File: src/sv/stn_pkg.sv
// Shared types, codes and byte classifiers for the source tokenizer.
package stn_pkg;

  // Token kinds
  localparam logic [1:0] KIND_PUNCT  = 2'd0;
  localparam logic [1:0] KIND_IDENT  = 2'd1;
  localparam logic [1:0] KIND_NUMBER = 2'd2;
  localparam logic [1:0] KIND_ERROR  = 2'd3;

  // Punctuator codes
  localparam logic [3:0] PC_PLUS   = 4'd0;
  localparam logic [3:0] PC_MINUS  = 4'd1;
  localparam logic [3:0] PC_STAR   = 4'd2;
  localparam logic [3:0] PC_SLASH  = 4'd3;
  localparam logic [3:0] PC_LPAREN = 4'd4;
  localparam logic [3:0] PC_RPAREN = 4'd5;
  localparam logic [3:0] PC_EQ     = 4'd6;
  localparam logic [3:0] PC_LT     = 4'd7;
  localparam logic [3:0] PC_GT     = 4'd8;
  localparam logic [3:0] PC_NE     = 4'd9;
  localparam logic [3:0] PC_LE     = 4'd10;
  localparam logic [3:0] PC_GE     = 4'd11;
  localparam logic [3:0] PC_COMMA  = 4'd12;
  localparam logic [3:0] PC_DOT    = 4'd13;
  localparam logic [3:0] PC_SEMI   = 4'd14;
  localparam logic [3:0] PC_ASSIGN = 4'd15;

  // ASCII bytes
  localparam logic [7:0] CH_TAB    = 8'h09;
  localparam logic [7:0] CH_CR     = 8'h0D;
  localparam logic [7:0] CH_SPACE  = 8'h20;
  localparam logic [7:0] CH_LPAREN = 8'h28;
  localparam logic [7:0] CH_RPAREN = 8'h29;
  localparam logic [7:0] CH_STAR   = 8'h2A;
  localparam logic [7:0] CH_PLUS   = 8'h2B;
  localparam logic [7:0] CH_COMMA  = 8'h2C;
  localparam logic [7:0] CH_MINUS  = 8'h2D;
  localparam logic [7:0] CH_DOT    = 8'h2E;
  localparam logic [7:0] CH_SLASH  = 8'h2F;
  localparam logic [7:0] CH_ZERO   = 8'h30;
  localparam logic [7:0] CH_NINE   = 8'h39;
  localparam logic [7:0] CH_COLON  = 8'h3A;
  localparam logic [7:0] CH_SEMI   = 8'h3B;
  localparam logic [7:0] CH_LT     = 8'h3C;
  localparam logic [7:0] CH_EQ     = 8'h3D;
  localparam logic [7:0] CH_GT     = 8'h3E;
  localparam logic [7:0] CH_UA     = 8'h41;
  localparam logic [7:0] CH_UZ     = 8'h5A;
  localparam logic [7:0] CH_LA     = 8'h61;
  localparam logic [7:0] CH_LZ     = 8'h7A;

  localparam logic [30:0] VALUE_MAX = 31'h7FFF_FFFF;

  // Result queue depth (two tokens per byte at most)
  localparam int QUEUE_DEPTH = 4;

  // Pending token kind
  typedef enum logic [5:0] {
    PK_NONE   = 6'b000001,
    PK_IDENT  = 6'b000010,
    PK_NUMBER = 6'b000100,
    PK_LT     = 6'b001000,
    PK_GT     = 6'b010000,
    PK_COLON  = 6'b100000
  } pend_kind_t;

  // Token fields other than offset and length
  typedef struct packed {
    logic [1:0]  kind;
    logic [3:0]  code;
    logic [30:0] value;
    logic        ovf;
    logic        last;
  } tok_t;

  function automatic logic is_digit(input logic [7:0] c);
    return (c >= CH_ZERO) && (c <= CH_NINE);
  endfunction

  function automatic logic is_alpha(input logic [7:0] c);
    return ((c >= CH_LA) && (c <= CH_LZ)) || ((c >= CH_UA) && (c <= CH_UZ));
  endfunction

  function automatic logic is_space(input logic [7:0] c);
    return (c == CH_SPACE) || ((c >= CH_TAB) && (c <= CH_CR));
  endfunction

  // Single-byte punctuator lookup: {hit, code}
  function automatic logic [4:0] punct_lookup(input logic [7:0] c);
    logic [4:0] r;
    case (c)
      CH_PLUS:   r = {1'b1, PC_PLUS};
      CH_MINUS:  r = {1'b1, PC_MINUS};
      CH_STAR:   r = {1'b1, PC_STAR};
      CH_SLASH:  r = {1'b1, PC_SLASH};
      CH_LPAREN: r = {1'b1, PC_LPAREN};
      CH_RPAREN: r = {1'b1, PC_RPAREN};
      CH_EQ:     r = {1'b1, PC_EQ};
      CH_COMMA:  r = {1'b1, PC_COMMA};
      CH_DOT:    r = {1'b1, PC_DOT};
      CH_SEMI:   r = {1'b1, PC_SEMI};
      default:   r = {1'b0, PC_PLUS};
    endcase
    return r;
  endfunction

endpackage

File: src/sv/stn_lexer.sv
// Lexer state and single-pass token logic for one source byte.
module stn_lexer #(
  parameter int OFFSET_WIDTH = 16
) (
  input  logic                    clk,
  input  logic                    rst_n,
  input  logic                    step,
  input  logic [7:0]              ch,
  input  logic                    eoi,
  output stn_pkg::tok_t           tok0,
  output logic [OFFSET_WIDTH-1:0] start0,
  output logic [OFFSET_WIDTH-1:0] len0,
  output stn_pkg::tok_t           tok1,
  output logic [OFFSET_WIDTH-1:0] start1,
  output logic [OFFSET_WIDTH-1:0] len1,
  output logic [1:0]              tok_cnt
);

  localparam logic [OFFSET_WIDTH-1:0] OFS_MAX = '1;
  localparam logic [OFFSET_WIDTH-1:0] LEN_ONE = OFFSET_WIDTH'(1);
  localparam logic [OFFSET_WIDTH-1:0] LEN_TWO = OFFSET_WIDTH'(2);

  stn_pkg::pend_kind_t     pk_r, pk_nxt;
  logic [OFFSET_WIDTH-1:0] pos_r, pos_nxt;
  logic [OFFSET_WIDTH-1:0] pstart_r, pstart_nxt;
  logic [OFFSET_WIDTH-1:0] plen_r, plen_nxt;
  logic [30:0]             acc_r, acc_nxt;
  logic                    sat_r, sat_nxt;

  logic [34:0]             acc_sum;
  logic                    acc_over;
  logic [30:0]             acc_grown;
  logic [OFFSET_WIDTH-1:0] plen_inc;

  logic                    comb2, cont, used;
  logic [3:0]              comb_code;
  logic                    e1v, e2v, e3v, e23v;
  stn_pkg::tok_t           e1, e2, e3, e23;
  logic [OFFSET_WIDTH-1:0] e1_len, e2_len, e3_len, e23_len;
  logic [OFFSET_WIDTH-1:0] e23_start;
  logic [4:0]              plook;

  stn_pkg::pend_kind_t     p2_pk;
  logic [OFFSET_WIDTH-1:0] p2_start, p2_len;
  logic [30:0]             p2_acc;
  logic                    p2_sat;

  // Token that a pending item gives when something ends it
  function automatic stn_pkg::tok_t flush_tok(input stn_pkg::pend_kind_t pk,
                                              input logic [30:0] acc,
                                              input logic sat);
    stn_pkg::tok_t t;
    t = '0;
    case (pk)
      stn_pkg::PK_IDENT:  t.kind = stn_pkg::KIND_IDENT;
      stn_pkg::PK_NUMBER: begin
        t.kind  = stn_pkg::KIND_NUMBER;
        t.value = acc;
        t.ovf   = sat;
      end
      stn_pkg::PK_LT: begin
        t.kind = stn_pkg::KIND_PUNCT;
        t.code = stn_pkg::PC_LT;
      end
      stn_pkg::PK_GT: begin
        t.kind = stn_pkg::KIND_PUNCT;
        t.code = stn_pkg::PC_GT;
      end
      stn_pkg::PK_COLON:  t.kind = stn_pkg::KIND_ERROR;
      default:            t = '0;
    endcase
    return t;
  endfunction

  // Grow the running number and length, saturating
  always_comb begin
    acc_sum  = (35'(acc_r) << 3) + (35'(acc_r) << 1) + 35'(ch[3:0]);
    acc_over = acc_sum > 35'(stn_pkg::VALUE_MAX);
    acc_grown = acc_over ? stn_pkg::VALUE_MAX : acc_sum[30:0];
    plen_inc = (plen_r == OFS_MAX) ? plen_r : plen_r + LEN_ONE;
  end

  // Resolve the pending token against this byte
  always_comb begin
    comb2     = 1'b0;
    cont      = 1'b0;
    comb_code = stn_pkg::PC_PLUS;
    case (pk_r)
      stn_pkg::PK_LT: begin
        if (ch == stn_pkg::CH_GT || ch == stn_pkg::CH_EQ) begin
          comb2     = 1'b1;
          comb_code = (ch == stn_pkg::CH_GT) ? stn_pkg::PC_NE : stn_pkg::PC_LE;
        end
      end
      stn_pkg::PK_GT: begin
        if (ch == stn_pkg::CH_EQ) begin
          comb2     = 1'b1;
          comb_code = stn_pkg::PC_GE;
        end
      end
      stn_pkg::PK_COLON: begin
        if (ch == stn_pkg::CH_EQ) begin
          comb2     = 1'b1;
          comb_code = stn_pkg::PC_ASSIGN;
        end
      end
      stn_pkg::PK_IDENT:  cont = stn_pkg::is_alpha(ch) || stn_pkg::is_digit(ch);
      stn_pkg::PK_NUMBER: cont = stn_pkg::is_digit(ch);
      default: begin
        comb2 = 1'b0;
        cont  = 1'b0;
      end
    endcase
    used = comb2 || cont;
    e1v  = comb2 || (!used && (pk_r != stn_pkg::PK_NONE));
    if (comb2) begin
      e1      = '0;
      e1.kind = stn_pkg::KIND_PUNCT;
      e1.code = comb_code;
      e1_len  = LEN_TWO;
    end else begin
      e1     = flush_tok(pk_r, acc_r, sat_r);
      e1_len = (pk_r == stn_pkg::PK_IDENT || pk_r == stn_pkg::PK_NUMBER) ?
               plen_r : LEN_ONE;
    end
  end

  // Start a new pending token or emit a one-byte token
  always_comb begin
    p2_pk    = stn_pkg::PK_NONE;
    p2_start = '0;
    p2_len   = '0;
    p2_acc   = '0;
    p2_sat   = 1'b0;
    e2v      = 1'b0;
    e2       = '0;
    e2_len   = LEN_ONE;
    plook    = stn_pkg::punct_lookup(ch);
    if (cont) begin
      p2_pk    = pk_r;
      p2_start = pstart_r;
      p2_len   = plen_inc;
      p2_acc   = (pk_r == stn_pkg::PK_NUMBER) ? acc_grown : acc_r;
      p2_sat   = sat_r || ((pk_r == stn_pkg::PK_NUMBER) && acc_over);
    end else if (!used && !stn_pkg::is_space(ch)) begin
      p2_start = pos_r;
      p2_len   = LEN_ONE;
      if (ch == stn_pkg::CH_LT) begin
        p2_pk = stn_pkg::PK_LT;
      end else if (ch == stn_pkg::CH_GT) begin
        p2_pk = stn_pkg::PK_GT;
      end else if (ch == stn_pkg::CH_COLON) begin
        p2_pk = stn_pkg::PK_COLON;
      end else if (stn_pkg::is_digit(ch)) begin
        p2_pk  = stn_pkg::PK_NUMBER;
        p2_acc = 31'(ch[3:0]);
      end else if (stn_pkg::is_alpha(ch)) begin
        p2_pk = stn_pkg::PK_IDENT;
      end else begin
        p2_start = '0;
        p2_len   = '0;
        e2v      = 1'b1;
        e2.kind  = plook[4] ? stn_pkg::KIND_PUNCT : stn_pkg::KIND_ERROR;
        e2.code  = plook[4] ? plook[3:0] : stn_pkg::PC_PLUS;
      end
    end
  end

  // Flush at end of input and order the tokens
  always_comb begin
    e3v    = eoi && (p2_pk != stn_pkg::PK_NONE);
    e3     = flush_tok(p2_pk, p2_acc, p2_sat);
    e3_len = (p2_pk == stn_pkg::PK_IDENT || p2_pk == stn_pkg::PK_NUMBER) ?
             p2_len : LEN_ONE;
    // a one-byte token leaves nothing pending, so e2 and e3 never coexist
    e23v      = e2v || e3v;
    e23       = e2v ? e2 : e3;
    e23_start = e2v ? pos_r : p2_start;
    e23_len   = e2v ? e2_len : e3_len;

    if (e1v) begin
      tok0    = e1;
      start0  = pstart_r;
      len0    = e1_len;
      tok_cnt = e23v ? 2'd2 : 2'd1;
    end else begin
      tok0    = e23;
      start0  = e23_start;
      len0    = e23_len;
      tok_cnt = e23v ? 2'd1 : 2'd0;
    end
    tok1      = e23;
    start1    = e23_start;
    len1      = e23_len;
    tok0.last = (tok_cnt == 2'd1);
    tok1.last = 1'b1;
  end

  // Advance pending state and byte position
  always_comb begin
    if (eoi) begin
      pk_nxt     = stn_pkg::PK_NONE;
      pstart_nxt = '0;
      plen_nxt   = '0;
      acc_nxt    = '0;
      sat_nxt    = 1'b0;
      pos_nxt    = '0;
    end else begin
      pk_nxt     = p2_pk;
      pstart_nxt = p2_start;
      plen_nxt   = p2_len;
      acc_nxt    = p2_acc;
      sat_nxt    = p2_sat;
      pos_nxt    = (pos_r == OFS_MAX) ? pos_r : pos_r + LEN_ONE;
    end
  end

  always_ff @(posedge clk) begin
    if (!rst_n) begin
      pk_r     <= stn_pkg::PK_NONE;
      pos_r    <= '0;
      pstart_r <= '0;
      plen_r   <= '0;
      acc_r    <= '0;
      sat_r    <= 1'b0;
    end else if (step) begin
      pk_r     <= pk_nxt;
      pos_r    <= pos_nxt;
      pstart_r <= pstart_nxt;
      plen_r   <= plen_nxt;
      acc_r    <= acc_nxt;
      sat_r    <= sat_nxt;
    end
  end

  a_eoi_restarts: assert property (@(posedge clk) disable iff (!rst_n)
    step && eoi |=> pos_r == '0 && pk_r == stn_pkg::PK_NONE)
    else $error("end of input did not restart the text");

  a_two_only_after_pending: assert property (@(posedge clk) disable iff (!rst_n)
    step && tok_cnt == 2'd2 |-> pk_r != stn_pkg::PK_NONE)
    else $error("two tokens without a pending token");

  a_number_bounded: assert property (@(posedge clk) disable iff (!rst_n)
    pk_r == stn_pkg::PK_NUMBER |-> acc_r <= stn_pkg::VALUE_MAX && plen_r != '0)
    else $error("pending number state out of range");

endmodule

File: src/sv/stn_token_queue.sv
// Result queue holding up to four tokens, pushed up to two at a time.
module stn_token_queue #(
  parameter int OFFSET_WIDTH = 16
) (
  input  logic                    clk,
  input  logic                    rst_n,
  input  logic [1:0]              push_n,
  input  stn_pkg::tok_t           tok0,
  input  logic [OFFSET_WIDTH-1:0] start0,
  input  logic [OFFSET_WIDTH-1:0] len0,
  input  stn_pkg::tok_t           tok1,
  input  logic [OFFSET_WIDTH-1:0] start1,
  input  logic [OFFSET_WIDTH-1:0] len1,
  input  logic                    pop,
  output logic                    room,
  output logic                    head_valid,
  output stn_pkg::tok_t           head_tok,
  output logic [OFFSET_WIDTH-1:0] head_start,
  output logic [OFFSET_WIDTH-1:0] head_len
);

  localparam int CW = $clog2(stn_pkg::QUEUE_DEPTH + 1);

  stn_pkg::tok_t           q_tok_r [stn_pkg::QUEUE_DEPTH];
  logic [OFFSET_WIDTH-1:0] q_start_r [stn_pkg::QUEUE_DEPTH];
  logic [OFFSET_WIDTH-1:0] q_len_r [stn_pkg::QUEUE_DEPTH];
  stn_pkg::tok_t           q_tok_nxt [stn_pkg::QUEUE_DEPTH];
  logic [OFFSET_WIDTH-1:0] q_start_nxt [stn_pkg::QUEUE_DEPTH];
  logic [OFFSET_WIDTH-1:0] q_len_nxt [stn_pkg::QUEUE_DEPTH];
  logic [CW-1:0]           cnt_r, cnt_nxt;
  logic [CW-1:0]           base;

  // Shift out the head, then append new tokens behind the survivors
  always_comb begin
    base    = cnt_r - CW'(pop);
    room    = base <= CW'(stn_pkg::QUEUE_DEPTH - 2);
    cnt_nxt = base + CW'(push_n);
    for (int i = 0; i < stn_pkg::QUEUE_DEPTH; i++) begin
      if (pop && (i + 1 < stn_pkg::QUEUE_DEPTH)) begin
        q_tok_nxt[i]   = q_tok_r[i+1];
        q_start_nxt[i] = q_start_r[i+1];
        q_len_nxt[i]   = q_len_r[i+1];
      end else begin
        q_tok_nxt[i]   = q_tok_r[i];
        q_start_nxt[i] = q_start_r[i];
        q_len_nxt[i]   = q_len_r[i];
      end
      if (push_n != 2'd0 && base == CW'(i)) begin
        q_tok_nxt[i]   = tok0;
        q_start_nxt[i] = start0;
        q_len_nxt[i]   = len0;
      end
      if (push_n == 2'd2 && base + CW'(1) == CW'(i)) begin
        q_tok_nxt[i]   = tok1;
        q_start_nxt[i] = start1;
        q_len_nxt[i]   = len1;
      end
    end
  end

  always_ff @(posedge clk) begin
    if (!rst_n) begin
      cnt_r <= '0;
    end else begin
      cnt_r <= cnt_nxt;
    end
  end

  always_ff @(posedge clk) begin
    for (int i = 0; i < stn_pkg::QUEUE_DEPTH; i++) begin
      q_tok_r[i]   <= q_tok_nxt[i];
      q_start_r[i] <= q_start_nxt[i];
      q_len_r[i]   <= q_len_nxt[i];
    end
  end

  assign head_valid = cnt_r != '0;
  assign head_tok   = q_tok_r[0];
  assign head_start = q_start_r[0];
  assign head_len   = q_len_r[0];

  a_cnt_bounded: assert property (@(posedge clk) disable iff (!rst_n)
    cnt_r <= CW'(stn_pkg::QUEUE_DEPTH))
    else $error("token queue overfilled");

  a_push_needs_room: assert property (@(posedge clk) disable iff (!rst_n)
    push_n != 2'd0 |-> room && push_n != 2'd3)
    else $error("token push without room");

  a_head_known: assert property (@(posedge clk) disable iff (!rst_n)
    head_valid |-> !$isunknown(head_tok))
    else $error("offered token has unknown bits");

endmodule

File: src/sv/source_tokenizer_unit.sv
// Top level of the streaming source tokenizer.
//
// Usage: source bytes arrive on the in_ channel (in_ch, in_end_of_input),
// one transaction per byte; tokens leave on the out_ channel, one
// transaction per token, in text order. A transaction moves on a rising
// edge with valid high and stall low. in_end_of_input on a byte flushes the
// pending token after that byte and restarts offsets at 0 for the next text.
// out_last_of_run marks the final token caused by one byte.
// A byte is registered on acceptance and lexed from that register; its
// tokens are pushed into the result queue once the queue has room, and
// the registered queue head is offered on the out_ channel.
// Throughput: one byte per cycle while each byte yields at most one token
// and out_stall is low; the output channel moves one token per cycle, so
// bytes that yield two tokens are paid for by the four-entry result queue,
// and in_stall rises only when that queue cannot take two more tokens.
// When the receiver stalls, the queue fills and then the input stalls;
// nothing is dropped. Reset clears the pending token, the byte offset,
// the input valid flag and the queue; no clearing pass is needed.
module source_tokenizer_unit #(
  parameter int OFFSET_WIDTH = 16
) (
  input  logic                    clk,
  input  logic                    rst_n,
  input  logic                    in_valid,
  output logic                    in_stall,
  input  logic [7:0]              in_ch,
  input  logic                    in_end_of_input,
  output logic                    out_valid,
  input  logic                    out_stall,
  output logic [1:0]              out_token_kind,
  output logic [3:0]              out_punct_code,
  output logic [OFFSET_WIDTH-1:0] out_start_offset,
  output logic [OFFSET_WIDTH-1:0] out_token_length,
  output logic [30:0]             out_number_value,
  output logic                    out_number_overflow,
  output logic                    out_last_of_run
);

  logic                    ivld_r;
  logic [7:0]              ch_r;
  logic                    eoi_r;
  logic                    room, step, pop, in_take;
  stn_pkg::tok_t           tok0, tok1, head_tok;
  logic [OFFSET_WIDTH-1:0] start0, len0, start1, len1;
  logic [1:0]              tok_cnt;
  logic [1:0]              push_n;

  // Lex the held byte when the queue can take its tokens
  assign step     = ivld_r && room;
  assign in_stall = ivld_r && !room;
  assign in_take  = in_valid && !in_stall;
  assign pop      = out_valid && !out_stall;
  assign push_n   = step ? tok_cnt : 2'd0;

  // Hold the accepted byte
  always_ff @(posedge clk) begin
    if (!rst_n) begin
      ivld_r <= 1'b0;
    end else if (in_take) begin
      ivld_r <= 1'b1;
    end else if (step) begin
      ivld_r <= 1'b0;
    end
  end

  always_ff @(posedge clk) begin
    if (in_take) begin
      ch_r  <= in_ch;
      eoi_r <= in_end_of_input;
    end
  end

  stn_lexer #(.OFFSET_WIDTH(OFFSET_WIDTH)) u_lexer (
    .clk     (clk),
    .rst_n   (rst_n),
    .step    (step),
    .ch      (ch_r),
    .eoi     (eoi_r),
    .tok0    (tok0),
    .start0  (start0),
    .len0    (len0),
    .tok1    (tok1),
    .start1  (start1),
    .len1    (len1),
    .tok_cnt (tok_cnt)
  );

  stn_token_queue #(.OFFSET_WIDTH(OFFSET_WIDTH)) u_queue (
    .clk        (clk),
    .rst_n      (rst_n),
    .push_n     (push_n),
    .tok0       (tok0),
    .start0     (start0),
    .len0       (len0),
    .tok1       (tok1),
    .start1     (start1),
    .len1       (len1),
    .pop        (pop),
    .room       (room),
    .head_valid (out_valid),
    .head_tok   (head_tok),
    .head_start (out_start_offset),
    .head_len   (out_token_length)
  );

  assign out_token_kind      = head_tok.kind;
  assign out_punct_code      = head_tok.code;
  assign out_number_value    = head_tok.value;
  assign out_number_overflow = head_tok.ovf;
  assign out_last_of_run     = head_tok.last;

endmodule

File: config.mk
export PLATFORM = sky130hd
export DESIGN_NAME = source_tokenizer_unit
export DESIGN_NICKNAME = d
export VERILOG_FILES = /design/src/sv/stn_pkg.sv /design/src/sv/stn_lexer.sv /design/src/sv/stn_token_queue.sv /design/src/sv/source_tokenizer_unit.sv
export SDC_FILE = /design/constraint.sdc
export NUM_CORES = 1
export LEC_CHECK = 0
export BUFFER_PORTS_ARGS = -buffer_cell sky130_fd_sc_hd__buf_2
export CORE_UTILIZATION = 40
export CTS_BUF_LIST = sky130_fd_sc_hd__clkbuf_8
export DETAILED_ROUTE_END_ITERATION = 8
export PLACE_DENSITY_LB_ADDON = 0.15
export SLEW_MARGIN = 10
export SYNTH_ARGS = -nofsm -noshare
export SYNTH_HDL_FRONTEND = slang
export SYNTH_HIERARCHICAL = 1
export SYNTH_SLANG_ARGS = --single-unit
File: constraint.sdc
create_clock -name clk -period 14 [get_ports clk]
set_clock_uncertainty 0.2 [all_clocks]
set_input_delay 0 -clock clk [delete_from_list [all_inputs] [get_ports clk]]
set_output_delay 0 -clock clk [all_outputs]
set_load 0.01 [all_outputs]
==> results of run 1 <==
## how the worst min path moves through the flow
stage,endpoint,cells after the start
global route,u_queue/cnt_r[0]$_SDFF_PN0_,6
detailed placement,ch_r[0]$_DFFE_PP_,1
floorplan,ch_r[0]$_DFFE_PP_,0
finish,u_queue/cnt_r[0]$_SDFF_PN0_,6
CTS,u_queue/cnt_r[0]$_SDFF_PN0_,6
global placement,eoi_r$_DFFE_PP_,1
## synthesized netlist by cell type (22+ instances only)
| master | number | area share [%] |
|---|---|---|
| a31oi_1 | 248 | 6.4 |
| xnor2_1 | 22 | 0.80 |
| dfxtp_1 | 90 | 7.5 |
| xor2_1 | 29 | 1.1 |
| o21ai_0 | 109 | 2.3 |
| a21o_1 | 57 | 1.8 |
| nand3_1 | 120 | 2.5 |
| o31ai_1 | 148 | 4.6 |
| a21oi_1 | 56 | 1.2 |
| clkbuf_1 | 159 | 2.5 |
| mux2_1 | 71 | 3.3 |
| nor2_1 | 83 | 1.3 |
| nand2_1 | 60 | 0.93 |
| a22o_1 | 65 | 2.4 |
| nor3_1 | 230 | 4.8 |
| inv_1 | 104 | 1.6 |
| buf_2 | 72 | 1.5 |
| ha_1 | 68 | 3.5 |
| edfxtp_1 | 293 | 36 |
| nor2b_1 | 29 | 0.75 |
| or4_1 | 146 | 4.5 |
## cell usage in the layout (no fill, tap or decap), types with 10 or more instances in the layout
cell and count:
and3_1 10, nor2b_1 29, xnor2_1 22, o21ai_0 109
nor2_1 81, buf_4 40, a21oi_1 56, mux2_2 16
buf_2 85, dfxtp_1 90, a31oi_1 248, o31ai_1 148
a21o_1 56, and2_1 15, xor2_1 29, nand2_1 59
nand4_1 10, nor3_1 230, inv_1 139, or4_1 146
a22o_1 65, dlygate4sd3_1 22, o21a_1 11, nand3_1 120
mux2_1 71, edfxtp_1 293, clkbuf_8 82, ha_1 68
a22oi_1 11
## cell type report
type / count / area (um^2)
fill: 5720 / 32900
multi-input combinational: 1758 / 12100
sequential: 383 / 10600
clock buffer: 82 / 1130
timing repair buffer: 149 / 986
tap: 773 / 967
inverter: 106 / 398
clock inverter: 56 / 244
antenna: 3 / 7.51
## power by group
part / total [mW] / switching [mW] / leakage (nW) / internal [mW]
Clock: 1.05 / 0.511 / 0.820 / 0.539
Combinational: 1.73 / 1.38 / 5.06 / 0.351
Sequential: 1.79 / 0.118 / 3.54 / 1.67
## metrics by stage
stage	total power [mW]	cells
after floorplan	2.93	2518
after global placement	3.48	3147
after detailed placement	3.50	3147
after CTS	4.57	3307
after global routing	4.79	3309
final	4.56	3310
## layer usage
layer | vias to the layer above | wire (um) | GRT usage, %
met5 | - | 0 | 0
met2 | 851 | 34300 | 37.7
met4 | 0 | 1120 | 6.87
li1 | 9780 | - | -
met1 | 10437 | 35700 | 35.7
met3 | 84 | 5610 | 4.42
## state kept, by name, indices dropped and copies added (netlist names)
register and count:
u_lexer/sat_r 1, ch_r 8, u_queue/q_tok_r 156, u_queue/cnt_r 3, u_lexer/pstart_r 16, u_lexer/pk_r 6
u_queue/q_len_r 64, u_lexer/pos_r 16, u_lexer/acc_r 31, eoi_r 1, u_lexer/plen_r 16, u_queue/q_start_r 64
ivld_r 1
## worst max-delay path: cells and delay by family (launching register included)
family	cells	cell delay, ns
AND/OR/NAND/NOR	7	2.74
buffers and inverters	5	2.12
AO/OA/AOI/OAI	2	0.41
adder cells (fa/ha/maj)	1	0.41
flip-flops	1	0.36
## kinds of logic after synthesis
logic type	Yosys count	synth area share, %
multiplexers	91	4.22
AO/OA/AOI/OAI	772	21.8
AND/OR/NAND/NOR	771	17.9
buffers and inverters	377	6.62
XOR/XNOR	52	1.91
flip-flops	383	43.8
other	1	0.0155
adder cells (fa/ha/maj)	71	3.77
## what timing repair did
| item | in CTS | in global routing |
|---|---|---|
| hold buffers | 22 | 0 |
| buffers inserted | 0 | 0 |
| endpoints found under the hold margin | 52 | 0 |
==> metrics, run 1 <==
share of layout cells above drive strength 1=11.2%; CP required=14.10 ns; clock-pin slew on the worst setup and hold paths=~0.06 ns; Post-Syn Instances=2518; Die Y=~250 um; final hold vios=0; PD cells=about 170 nW/um^2; Syn Area/Cell=9.60 um^2; R2R cell count=15; DR vias=~21000; vias in the first global route=20160; outcome=finished, final reports clean; fin area=26400 um^2; post-layout util=between 40% and 50%; First-pass DRT Iterations=5; fmax=approximately 150 MHz; IO buf count=85; Finish-stage setup viols=0; CTS max path bufs=3; routed wire length=76700 um; post-CTS sizing=0; die area=61400 um^2; Synth Net Count=2602; Setup WS pre-CTS=between 7 and 8 ns; Site Rows=89; RSZ-0062 raised after global routing=no; Critical Path Slowest Stage Cell=buf_4; Syn Std Cell Area=24200 um^2; sequential cell area fraction in the yosys report=43.8%; post-route ant nets=0; number of CTS-inserted buffers=75; Post-synth ARST share=0%; Max VDD drop=between 0.2 and 0.3 mV; HP Start=out_stall; worst-margin pin slew=1.16 ns; DP Wirelength=approximately 44000 um; Die W=roughly 250 um; area delta synth->final=9.27%; Critical Path AT=approximately 6.8 ns; worst hold-check slack=roughly 0.1 ns; initial antenna violation count=1; setup TNS=0 ns; CP Cell Sequence=or4_4 > nor3b_2 > nand2_1 > buf_4 > o21a_1 > buf_4 > nand2_1 > inv_2 > ha_1 > and3_1 > nand3b_1 > buf_4 > or2_2 > buf_4 > a31oi_1; gr usage total=24.7%; RR Endpoint=u_queue/q_tok_r[0][10]$_DFFE_PP_; CTS tree=built; post-place instance area=24800 um^2; clk_lat worst skew=between 0.6 and 0.7 ns; Worst setup endpoint=u_queue/q_tok_r[0][10]$_DFFE_PP_; final net count=2557; min Tclk post-route=roughly 6.7 ns; initial core utilization=40.7%; Yosys cell types=91; Final Slew Violations=0; first-pass GRT wire length=119000 um; R2R Path Start=u_lexer/pk_r[5]$_SDFFE_PN0P_; crit-path max FO=71; CP Class=flop to flop; Main synth FF type=edfxtp_1; vias per cell=approximately 6.4; Ports=86; #FFs+latches synth=383; slew margin rel.=between 20% and 30%; clk root buf=clkbuf_8; Critical Path End Type=flop; EDFF count, synth=293; max incr delay on CP=slightly above 0.8 ns; post-route DRC violation count=0; period utilization=47.7%; cell leakage power=9.42 nW; gp weighted congestion=0.859; cell mode on critical path=buf_4; Worst Setup Start Kind=flop; Initial DRC Count=2057; Max Cap Violations=0; clk sinks=383; FF-to-FF setup slack=7.32 ns; total core area=approximately 60000 um^2; CTS H-Tree Depth=3; wire length per cell=23.2 um; largest net degree at the start of global routing=236; Worst Hold Class=input pin to flop; total of warnings raised by yosys=6; Overflow after GRT=0; setup slack after layout=7.32 ns; crit path launch=u_lexer/pk_r[5]$_SDFFE_PN0P_
Note: power is estimated with default switching activity, not from simulation.
==> inputs of run 2 (changes only) <==
--- a/config.mk
+++ b/config.mk
@@ -5,6 +5,7 @@
 export SDC_FILE = /design/constraint.sdc
 export NUM_CORES = 1
 export LEC_CHECK = 0
+export ABC_AREA = 1
 export BUFFER_PORTS_ARGS = -buffer_cell sky130_fd_sc_hd__buf_2
 export CORE_UTILIZATION = 40
 export CTS_BUF_LIST = sky130_fd_sc_hd__clkbuf_8
==> constraint.sdc (replaced) <==
create_clock -name clk -period 5.58 [get_ports clk]
set_clock_uncertainty 0.2 [all_clocks]
set_input_delay 0 -clock clk [delete_from_list [all_inputs] [get_ports clk]]
set_output_delay 0 -clock clk [all_outputs]
set_load 0.01 [all_outputs]
==> metrics, run 2 <==
post-place instance area=25700 um^2 (was 24800 um^2); most common cell in the netlist=nand2_1 (was edfxtp_1); total core area=60600 um^2 (was 59400 um^2); Site Rows=90 (was 89); met1 usage=36.8% (was 35.7%); Biggest register=u_queue/q_tok_r (unchanged); Overflow after GRT=0 (unchanged); setup slack after layout=0.767 ns (was 7.32 ns); CTS tree=built (unchanged); fin area=27300 um^2 (was 26400 um^2); sequential cell area fraction in the yosys report=43.1% (was 43.8%); grt met2 use=37.9% (was 37.7%); worst-margin pin slew=1.07 ns (was 1.16 ns); DP Cell Count=4151 (was 3147); total of warnings raised by yosys=6 (unchanged); dominant cell type by area after synthesis=edfxtp_1 (unchanged); clk root buf=clkbuf_8 (unchanged); crit-path max FO=52 (was 71); leading registers by flop count=u_queue/q_tok_r (156), u_queue/q_len_r (64), u_queue/q_start_r (64) (unchanged); Multi-input gate area=11500 um^2 (was 12100 um^2); CP required=5.86 ns (was 14.10 ns); Register Area=10600 um^2 (unchanged); largest net degree at the start of global routing=219 (was 236); gr usage total=25.5% (was 24.7%); first-pass GRT wire length=125000 um (was 119000 um); vias per cell=5.37 (was 6.39); CTS max path bufs=3 (unchanged); First-pass DRT Iterations=6 (was 5); cell leakage power=12.4 nW (was 9.42 nW); FF-to-FF setup slack=0.77 ns (was 7.32 ns); CP Class=flop to flop (unchanged); DP Wirelength=51200 um (was 44100 um); initial antenna violation count=4 (was 1); Critical Path End Type=flop (unchanged); fmax=208 MHz (was 150 MHz); Max Cap Violations=0 (unchanged); clk sinks=383 (unchanged); Synth top area share=35.7% (was 36.4%); ranking of synthesized cells by area=edfxtp_1 (36%), nand2_1 (17%), nand3_1 (11%), dfxtp_1 (7.3%), inv_1 (6.9%) (was edfxtp_1 (36%), dfxtp_1 (7.5%), a31oi_1 (6.4%), nor3_1 (4.8%), o31ai_1 (4.6%)); slew margin rel.=28.6% (was 22.6%); Die W=250 um (was 248 um); area delta synth->final=10.9% (was 9.27%); #FFs+latches synth=383 (unchanged); routed wire length=81100 um (was 76700 um); PD cells=402 nW/um^2 (was 173 nW/um^2); Synth Net Count=3501 (was 2602); clock-pin slew on the worst setup and hold paths=0.07 ns (was 0.06 ns); Hold EP=u_lexer/pk_r[0]$_SDFFE_PN1P_ (was u_queue/cnt_r[0]$_SDFF_PN0_); RSZ-0062 raised after global routing=no (unchanged); clk_lat worst skew=0.67 ns (about the same); post-route ant nets=0 (unchanged); vias in the first global route=21557 (was 20160); Fillers=6142 (was 5720); Post-Syn Instances=3417 (was 2518); Setup WS pre-CTS=0.868 ns (was 7.43 ns); Pwr Total=11.0 mW (was 4.56 mW); HP Start=rst_n (was out_stall); post-CTS sizing=0 (unchanged); share of layout cells above drive strength 1=8.75% (was 11.2%); Main synth FF type=edfxtp_1 (unchanged); Die Y=250 um (was 248 um); Worst Hold Class=input pin to flop (unchanged); leading cell type in the layout, fill and taps excluded=nand2_1 (was edfxtp_1); initial core utilization=40.6% (was 40.7%); commonest cells after routing, fill and taps aside=nand2_1 (1107), nand3_1 (521), inv_1 (483), edfxtp_1 (293), a21oi_1 (196) (was edfxtp_1 (293), a31oi_1 (248), nor3_1 (230), o31ai_1 (148), or4_1 (146)); final hold vios=0 (unchanged); period utilization=86.2% (was 47.7%); min Tclk post-route=4.81 ns (was 6.68 ns); final non-filler cell total=4301 (was 3310); final net count=3547 (was 2557); wire length per cell=18.9 um (was 23.2 um); Initial DRC Count=2491 (was 2057); Syn Std Cell Area=24600 um^2 (was 24200 um^2); Final Slew Violations=0 (unchanged); CTS H-Tree Depth=3 (unchanged); Finish-stage setup viols=0 (unchanged); die area=62600 um^2 (was 61400 um^2); Syn Area/Cell=7.21 um^2 (was 9.60 um^2); met3 usage=5.47% (was 4.42%); Ports=86 (unchanged); R2R cell count=16 (was 15); Max VDD drop=0.565 mV (was 0.274 mV); Critical Path AT=5.09 ns (was 6.78 ns); IO buf count=85 (unchanged); R2R Path Start=ch_r[1]$_DFFE_PP_ (was u_lexer/pk_r[5]$_SDFFE_PN0P_); number of CTS-inserted buffers=70 (was 75); max FFs per register=156 (unchanged); gp weighted congestion=0.851 (was 0.859); EDFF count, synth=293 (unchanged); hold depth=3 (was 6); RR Endpoint=u_queue/q_tok_r[0][14]$_DFFE_PP_ (was u_queue/q_tok_r[0][10]$_DFFE_PP_); Worst Setup Start Kind=flop (unchanged); DR vias=23104 (was 21152); outcome=finished, final reports clean (unchanged); synth cell count leaders=nand2_1 (1110), nand3_1 (524), inv_1 (452) (was edfxtp_1 (293), a31oi_1 (248), nor3_1 (230)); post-route DRC violation count=0 (unchanged); global-route layer with the greatest usage=met2 (unchanged); Yosys cell types=57 (was 91); Post-synth ARST share=0% (unchanged)
## run 2: power breakdown
| group | total, mW | internal [mW] | switching, mW |
|---|---|---|---|
| logic | 3.90 | 1.04 | 2.85 |
| registers | 4.47 | 4.24 | 0.232 |
| clock network | 2.62 | 1.36 | 1.26 |
| total | 11.0 | 6.64 | 4.35 |
## run 2: what timing repair did
item | in CTS | in global routing
hold endpoints to repair | 25 | 0
hold buffers | 22 | 0
buffers inserted | 0 | 0
## run 2: kinds of logic after synthesis
family,synth area share (%)
compound gates,8.41
xor+xnor,0.960
fa+ha+maj,3.70
buf+inv,10.7
flops,43.1
mux,0.0407
other cells,0.0152
simple gates,33.2
## run 2: how the worst max path moves through the flow
| stage | start | endpoint | slack, ns | depth (start not counted) |
|---|---|---|---|---|
| after floorplan | ch_r[2]$_DFFE_PP_ | u_queue/q_len_r[2][0]$_DFFE_PP_ | -0.18 | 21 |
| after global placement | ch_r[2]$_DFFE_PP_ | u_queue/q_len_r[0][6]$_DFFE_PP_ | 1.00 | 17 |
| after detailed placement | ch_r[1]$_DFFE_PP_ | u_queue/q_len_r[0][6]$_DFFE_PP_ | 0.87 | 15 |
| after CTS | ch_r[1]$_DFFE_PP_ | u_queue/q_len_r[0][6]$_DFFE_PP_ | 0.83 | 15 |
| after global routing | ch_r[2]$_DFFE_PP_ | u_queue/q_tok_r[1][18]$_DFFE_PP_ | 0.47 | 17 |
| final | ch_r[1]$_DFFE_PP_ | u_queue/q_tok_r[0][14]$_DFFE_PP_ | 0.77 | 16 |
## run 2: critical path: stages (launching register included)
cell	delay, ns
edfxtp_1	0.50
o21ai_0	0.33
nand2_1	0.13
nand2_1	0.13
clkinv_1	0.38
nand4_1	0.32
inv_1	0.11
nand2_4	0.07
o21ai_0	0.09
ha_1	0.32
inv_1	0.05
nor2_1	0.34
nor2_4	0.12
nand2_2	0.46
buf_4	0.74
nand3_1	0.15
nand2_1	0.15
## run 2: stage by stage
stage          TNS (ns)  util, %  hold slack [ns]
5_1_grt               0     45.1           0.0707
4_1_cts               0     45.1          0.00957
2_1_floorplan    -26.12        -           -0.107
3_3_place_gp          0     42.5          -0.0197
6_report              0     45.1           0.0896
3_5_place_dp          0     42.5          -0.0157
## run 2: per-layer routing
metal / vias to the layer above / share of wire (%)
met5: - / 0
met4: 0 / 2.0
met3: 125 / 9.3
met2: 1015 / 42
met1: 10785 / 46
li1: 11179 / -
## run 2: cell type report
class,instances,share of cell area (%)
Tap cell,782,3.58
Multi-Input combinational cell,2381,42.0
Timing Repair Buffer,155,4.14
Antenna cell,1,0.00917
Inverter,472,6.52
Sequential cell,383,38.8
Clock buffer,80,4.03
Clock inverter,47,0.830
==> inputs of run 3 (changes only) <==
--- a/config.mk
+++ b/config.mk
@@ -9,10 +9,10 @@
 export BUFFER_PORTS_ARGS = -buffer_cell sky130_fd_sc_hd__buf_2
 export CORE_UTILIZATION = 40
 export CTS_BUF_LIST = sky130_fd_sc_hd__clkbuf_8
+export CTS_CLUSTER_SIZE = 24
 export DETAILED_ROUTE_END_ITERATION = 8
 export PLACE_DENSITY_LB_ADDON = 0.15
 export SLEW_MARGIN = 10
 export SYNTH_ARGS = -nofsm -noshare
 export SYNTH_HDL_FRONTEND = slang
-export SYNTH_HIERARCHICAL = 1
 export SYNTH_SLANG_ARGS = --single-unit
==> metrics, run 3 <==
outcome=finished, final reports clean (unchanged); Overflow after GRT=0 (unchanged); PD cells=414 nW/um^2 (was 402 nW/um^2); post-CTS sizing=0 (unchanged); largest net degree at the start of global routing=98 (was 219); main combinational cell family by area after synthesis=simple AND/OR/NAND/NOR gates (unchanged); Final Slew Violations=0 (unchanged); EDFF count, synth=289 (was 293); gr usage total=24.6% (was 25.5%); Post-Syn Instances=2720 (was 3417); cell mode on critical path=inv_1 (was nand2_1); Max VDD drop=0.217 mV (was 0.565 mV); vias in the first global route=18205 (was 21557); synth cell count leaders=nand2_1 (744), edfxtp_1 (289), nor2_1 (286) (was nand2_1 (1110), nand3_1 (524), inv_1 (452)); Site Rows=85 (was 90); RSZ-0062 raised after global routing=no (unchanged); Synth top area share=39.5% (was 35.7%); final non-filler cell total=3548 (was 4301); initial core utilization=40.7% (was 40.6%); Syn Area/Cell=8.08 um^2 (was 7.21 um^2); initial antenna violation count=1 (was 4); most common cell in the netlist=nand2_1 (unchanged); Compound-Gate Fraction of Synth Area=15.4% (was 8.41%); mux share of post-synthesis cell area=0.0911% (was 0.0407%); Main synth FF type=edfxtp_1 (unchanged); Initial DRC Count=1912 (was 2491); DP Wirelength=44500 um (was 51200 um); sequential cell area fraction in the yosys report=48.1% (was 43.1%); routed wire length=69000 um (was 81100 um); clk root buf=clkbuf_8 (unchanged); adder-cell share of the synthesized area=4.15% (was 3.70%); ranking of synthesized cells by area=edfxtp_1 (40%), nand2_1 (13%), dfxtp_1 (8.6%), nor2_1 (4.9%), ha_1 (3.9%) (was edfxtp_1 (36%), nand2_1 (17%), nand3_1 (11%), dfxtp_1 (7.3%), inv_1 (6.9%)); Critical Path AT=4.97 ns (was 5.09 ns); crit-path max FO=34 (was 52); met3 usage=3.70% (was 5.47%); fmax=208 MHz (about the same); Yosys cell types=52 (was 57); CP required=5.73 ns (was 5.86 ns); gp weighted congestion=0.872 (was 0.851); total of warnings raised by yosys=0 (was 6); Critical Path End Type=flop (unchanged); CP Class=flop to flop (unchanged); CTS tree=built (unchanged); CTS max path bufs=3 (unchanged); CTS H-Tree Depth=3 (unchanged); Fillers=5406 (was 6142); setup TNS=0 ns (unchanged); XOR/XNOR Fraction of Synth Area=1.31% (was 0.960%); Finish-stage setup viols=0 (unchanged); Critical Path Slowest Stage Cell=nor3_1 (was buf_4); clk sinks=383 (unchanged); worst hold-check slack=0.136 ns (was 0.0896 ns); dominant cell type by area after synthesis=edfxtp_1 (unchanged); min Tclk post-route=4.82 ns (was 4.81 ns); final hold vios=0 (unchanged); die area=55900 um^2 (was 62600 um^2); worst-margin pin slew=1.06 ns (was 1.07 ns); Ports=86 (unchanged); IO buf count=85 (unchanged); commonest cells after routing, fill and taps aside=nand2_1 (742), edfxtp_1 (289), nor2_1 (284), inv_1 (247), o21ai_0 (155) (was nand2_1 (1107), nand3_1 (521), inv_1 (483), edfxtp_1 (293), a21oi_1 (196)); met1 usage=37.2% (was 36.8%); Syn Std Cell Area=22000 um^2 (was 24600 um^2); period utilization=86.3% (was 86.2%); DR vias=19639 (was 23104); clk_lat worst skew=0.66 ns (was 0.67 ns); wire length per cell=19.4 um (was 18.9 um); global-route layer with the greatest usage=met1 (was met2); Max Cap Violations=0 (unchanged); max FFs per register=156 (unchanged); post-route DRC violation count=0 (unchanged); leading cell type in the layout, fill and taps excluded=nand2_1 (unchanged); Biggest register=u_queue.q_tok_r (was u_queue/q_tok_r); leading registers by flop count=u_queue.q_tok_r (156), u_queue.q_len_r (64), u_queue.q_start_r (64) (was u_queue/q_tok_r (156), u_queue/q_len_r (64), u_queue/q_start_r (64)); Post-synth ARST share=0% (unchanged); cell leakage power=9.88 nW (was 12.4 nW); Worst Hold Class=input pin to flop (unchanged); Die Y=236 um (was 250 um); total core area=54000 um^2 (was 60600 um^2); number of CTS-inserted buffers=70 (unchanged); share of layout cells above drive strength 1=10.9% (was 8.75%); DP Cell Count=3399 (was 4151); post-route ant nets=0 (unchanged); vias per cell=5.54 (was 5.37); #FFs+latches synth=383 (unchanged); CP Cell Sequence=nor2_1 > inv_2 > nor3_1 > nor4_4 > inv_1 > nand2_2 > nand2_4 > inv_1 > o21ai_0 > ha_1 > inv_1 > nor2_2 > o21ai_0 > nor2_1 > inv_1 > buf_4 > o22ai_1 (was o21ai_0 > nand2_1 > nand2_1 > clkinv_1 > nand4_1 > inv_1 > nand2_4 > o21ai_0 > ha_1 > inv_1 > nor2_1 > nor2_4 > nand2_2 > buf_4 > nand3_1 > nand2_1); grt met2 use=36.2% (was 37.9%); First-pass DRT Iterations=6 (unchanged); simple-gate portion of the synthesized area=24.2% (was 33.2%); Worst Setup Start Kind=flop (unchanged); slew margin rel.=29.2% (was 28.6%); final net count=2882 (was 3547); area delta synth->final=11.9% (was 10.9%); max incr delay on CP=0.54 ns (was 0.74 ns); first-pass GRT wire length=107000 um (was 125000 um); clock-pin slew on the worst setup and hold paths=0.06 ns (was 0.07 ns); Die W=236 um (was 250 um); Synth Net Count=2804 (was 3501)
run 3: changes by cell type after synthesis, moves of 25 or more:
| cell | change |
|---|---|
| o21ai_1 | +65 |
| inv_1 | -239 |
| a21oi_1 | -56 |
| o22ai_1 | +94 |
| nand2_1 | -366 |
| buf_2 | -47 |
| a31oi_1 | +25 |
| nand3_1 | -394 |
| o21ai_0 | +94 |
| nor2_1 | +90 |
run 3: cells by family after synthesis:
| kind of cell | count (synthesis) |
|---|---|
| AND/OR/NAND/NOR | 1259 |
| adder cells (fa/ha/maj) | 71 |
| XOR/XNOR | 32 |
| buffers and inverters | 373 |
| AO/OA/AOI/OAI | 600 |
| flip-flops | 383 |
| multiplexers | 2 |
run 3: final timing paths:
path / startpoint / end / slack (ns) / cells past startpoint
max: ch_r[1]$_DFFE_PP_ / u_queue.q_tok_r[3][13]$_DFFE_PP_ / 0.76 / 17
min: out_stall / u_queue.q_tok_r[0][0]$_SDFFE_PP1P_ / 0.14 / 5
max reg2reg: ch_r[1]$_DFFE_PP_ / u_queue.q_tok_r[3][13]$_DFFE_PP_ / 0.76 / 17
min reg2reg: u_lexer.pstart_r[14]$_SDFFE_PN0P_ / u_lexer.pstart_r[14]$_SDFFE_PN0P_ / 0.26 / 2
run 3: repair_timing:
item,4_1_cts,5_1_grt
hold buffers,23,0
setup buffers,0,0
endpoints found under the hold margin,74,0
run 3: worst max-delay path, delay by kind of cell, from the launching register on:
family                     cells  cell delay, ns
and+or+nand+nor                7            1.68
buffers and inverters          6            1.03
AOI/OAI and AO/OA              3            0.83
DFF                            1            0.51
adders and majority gates      1            0.27
run 3: power by group:
group / internal, mW / total (mW) / switching, mW / leakage, nW
Clock: 1.31 / 2.53 / 1.22 / 0.774
Combinational: 0.915 / 3.10 / 2.18 / 5.61
Sequential: 4.31 / 4.53 / 0.224 / 3.50
run 3: layer usage:
| layer | vias to the layer above | routed length (um) | share of wire (%) |
|---|---|---|---|
| li1 | 9412 | - | - |
| met1 | 9334 | 32900 | 48 |
| met2 | 813 | 29300 | 42 |
| met3 | 80 | 5730 | 8.3 |
| met4 | 0 | 1110 | 1.6 |
| met5 | - | 0 | 0 |
run 3: layout make-up:
type	instances	area, um^2	area share, %
repair buffers	139	963	3.92
clock buffers	74	1020	4.15
clock inverters	51	264	1.07
inverters	240	902	3.67
well taps	696	871	3.54
flip-flops and latches	383	10600	43.0
multi-input cells	1964	9990	40.6
diodes	1	2.50	0.0102
run 3: through the flow:
step                      power, mW  area [um^2]  util (%)  worst slack, ns
final                          10.2        24600      45.5            0.764
after global routing           10.7        24600      45.5            0.409
after CTS                      10.2        24600      45.5            0.814
after detailed placement       7.66        23100      42.7            0.839
after global placement         7.62        23100      42.7            0.865
after floorplan                6.48        22000         -            0.294
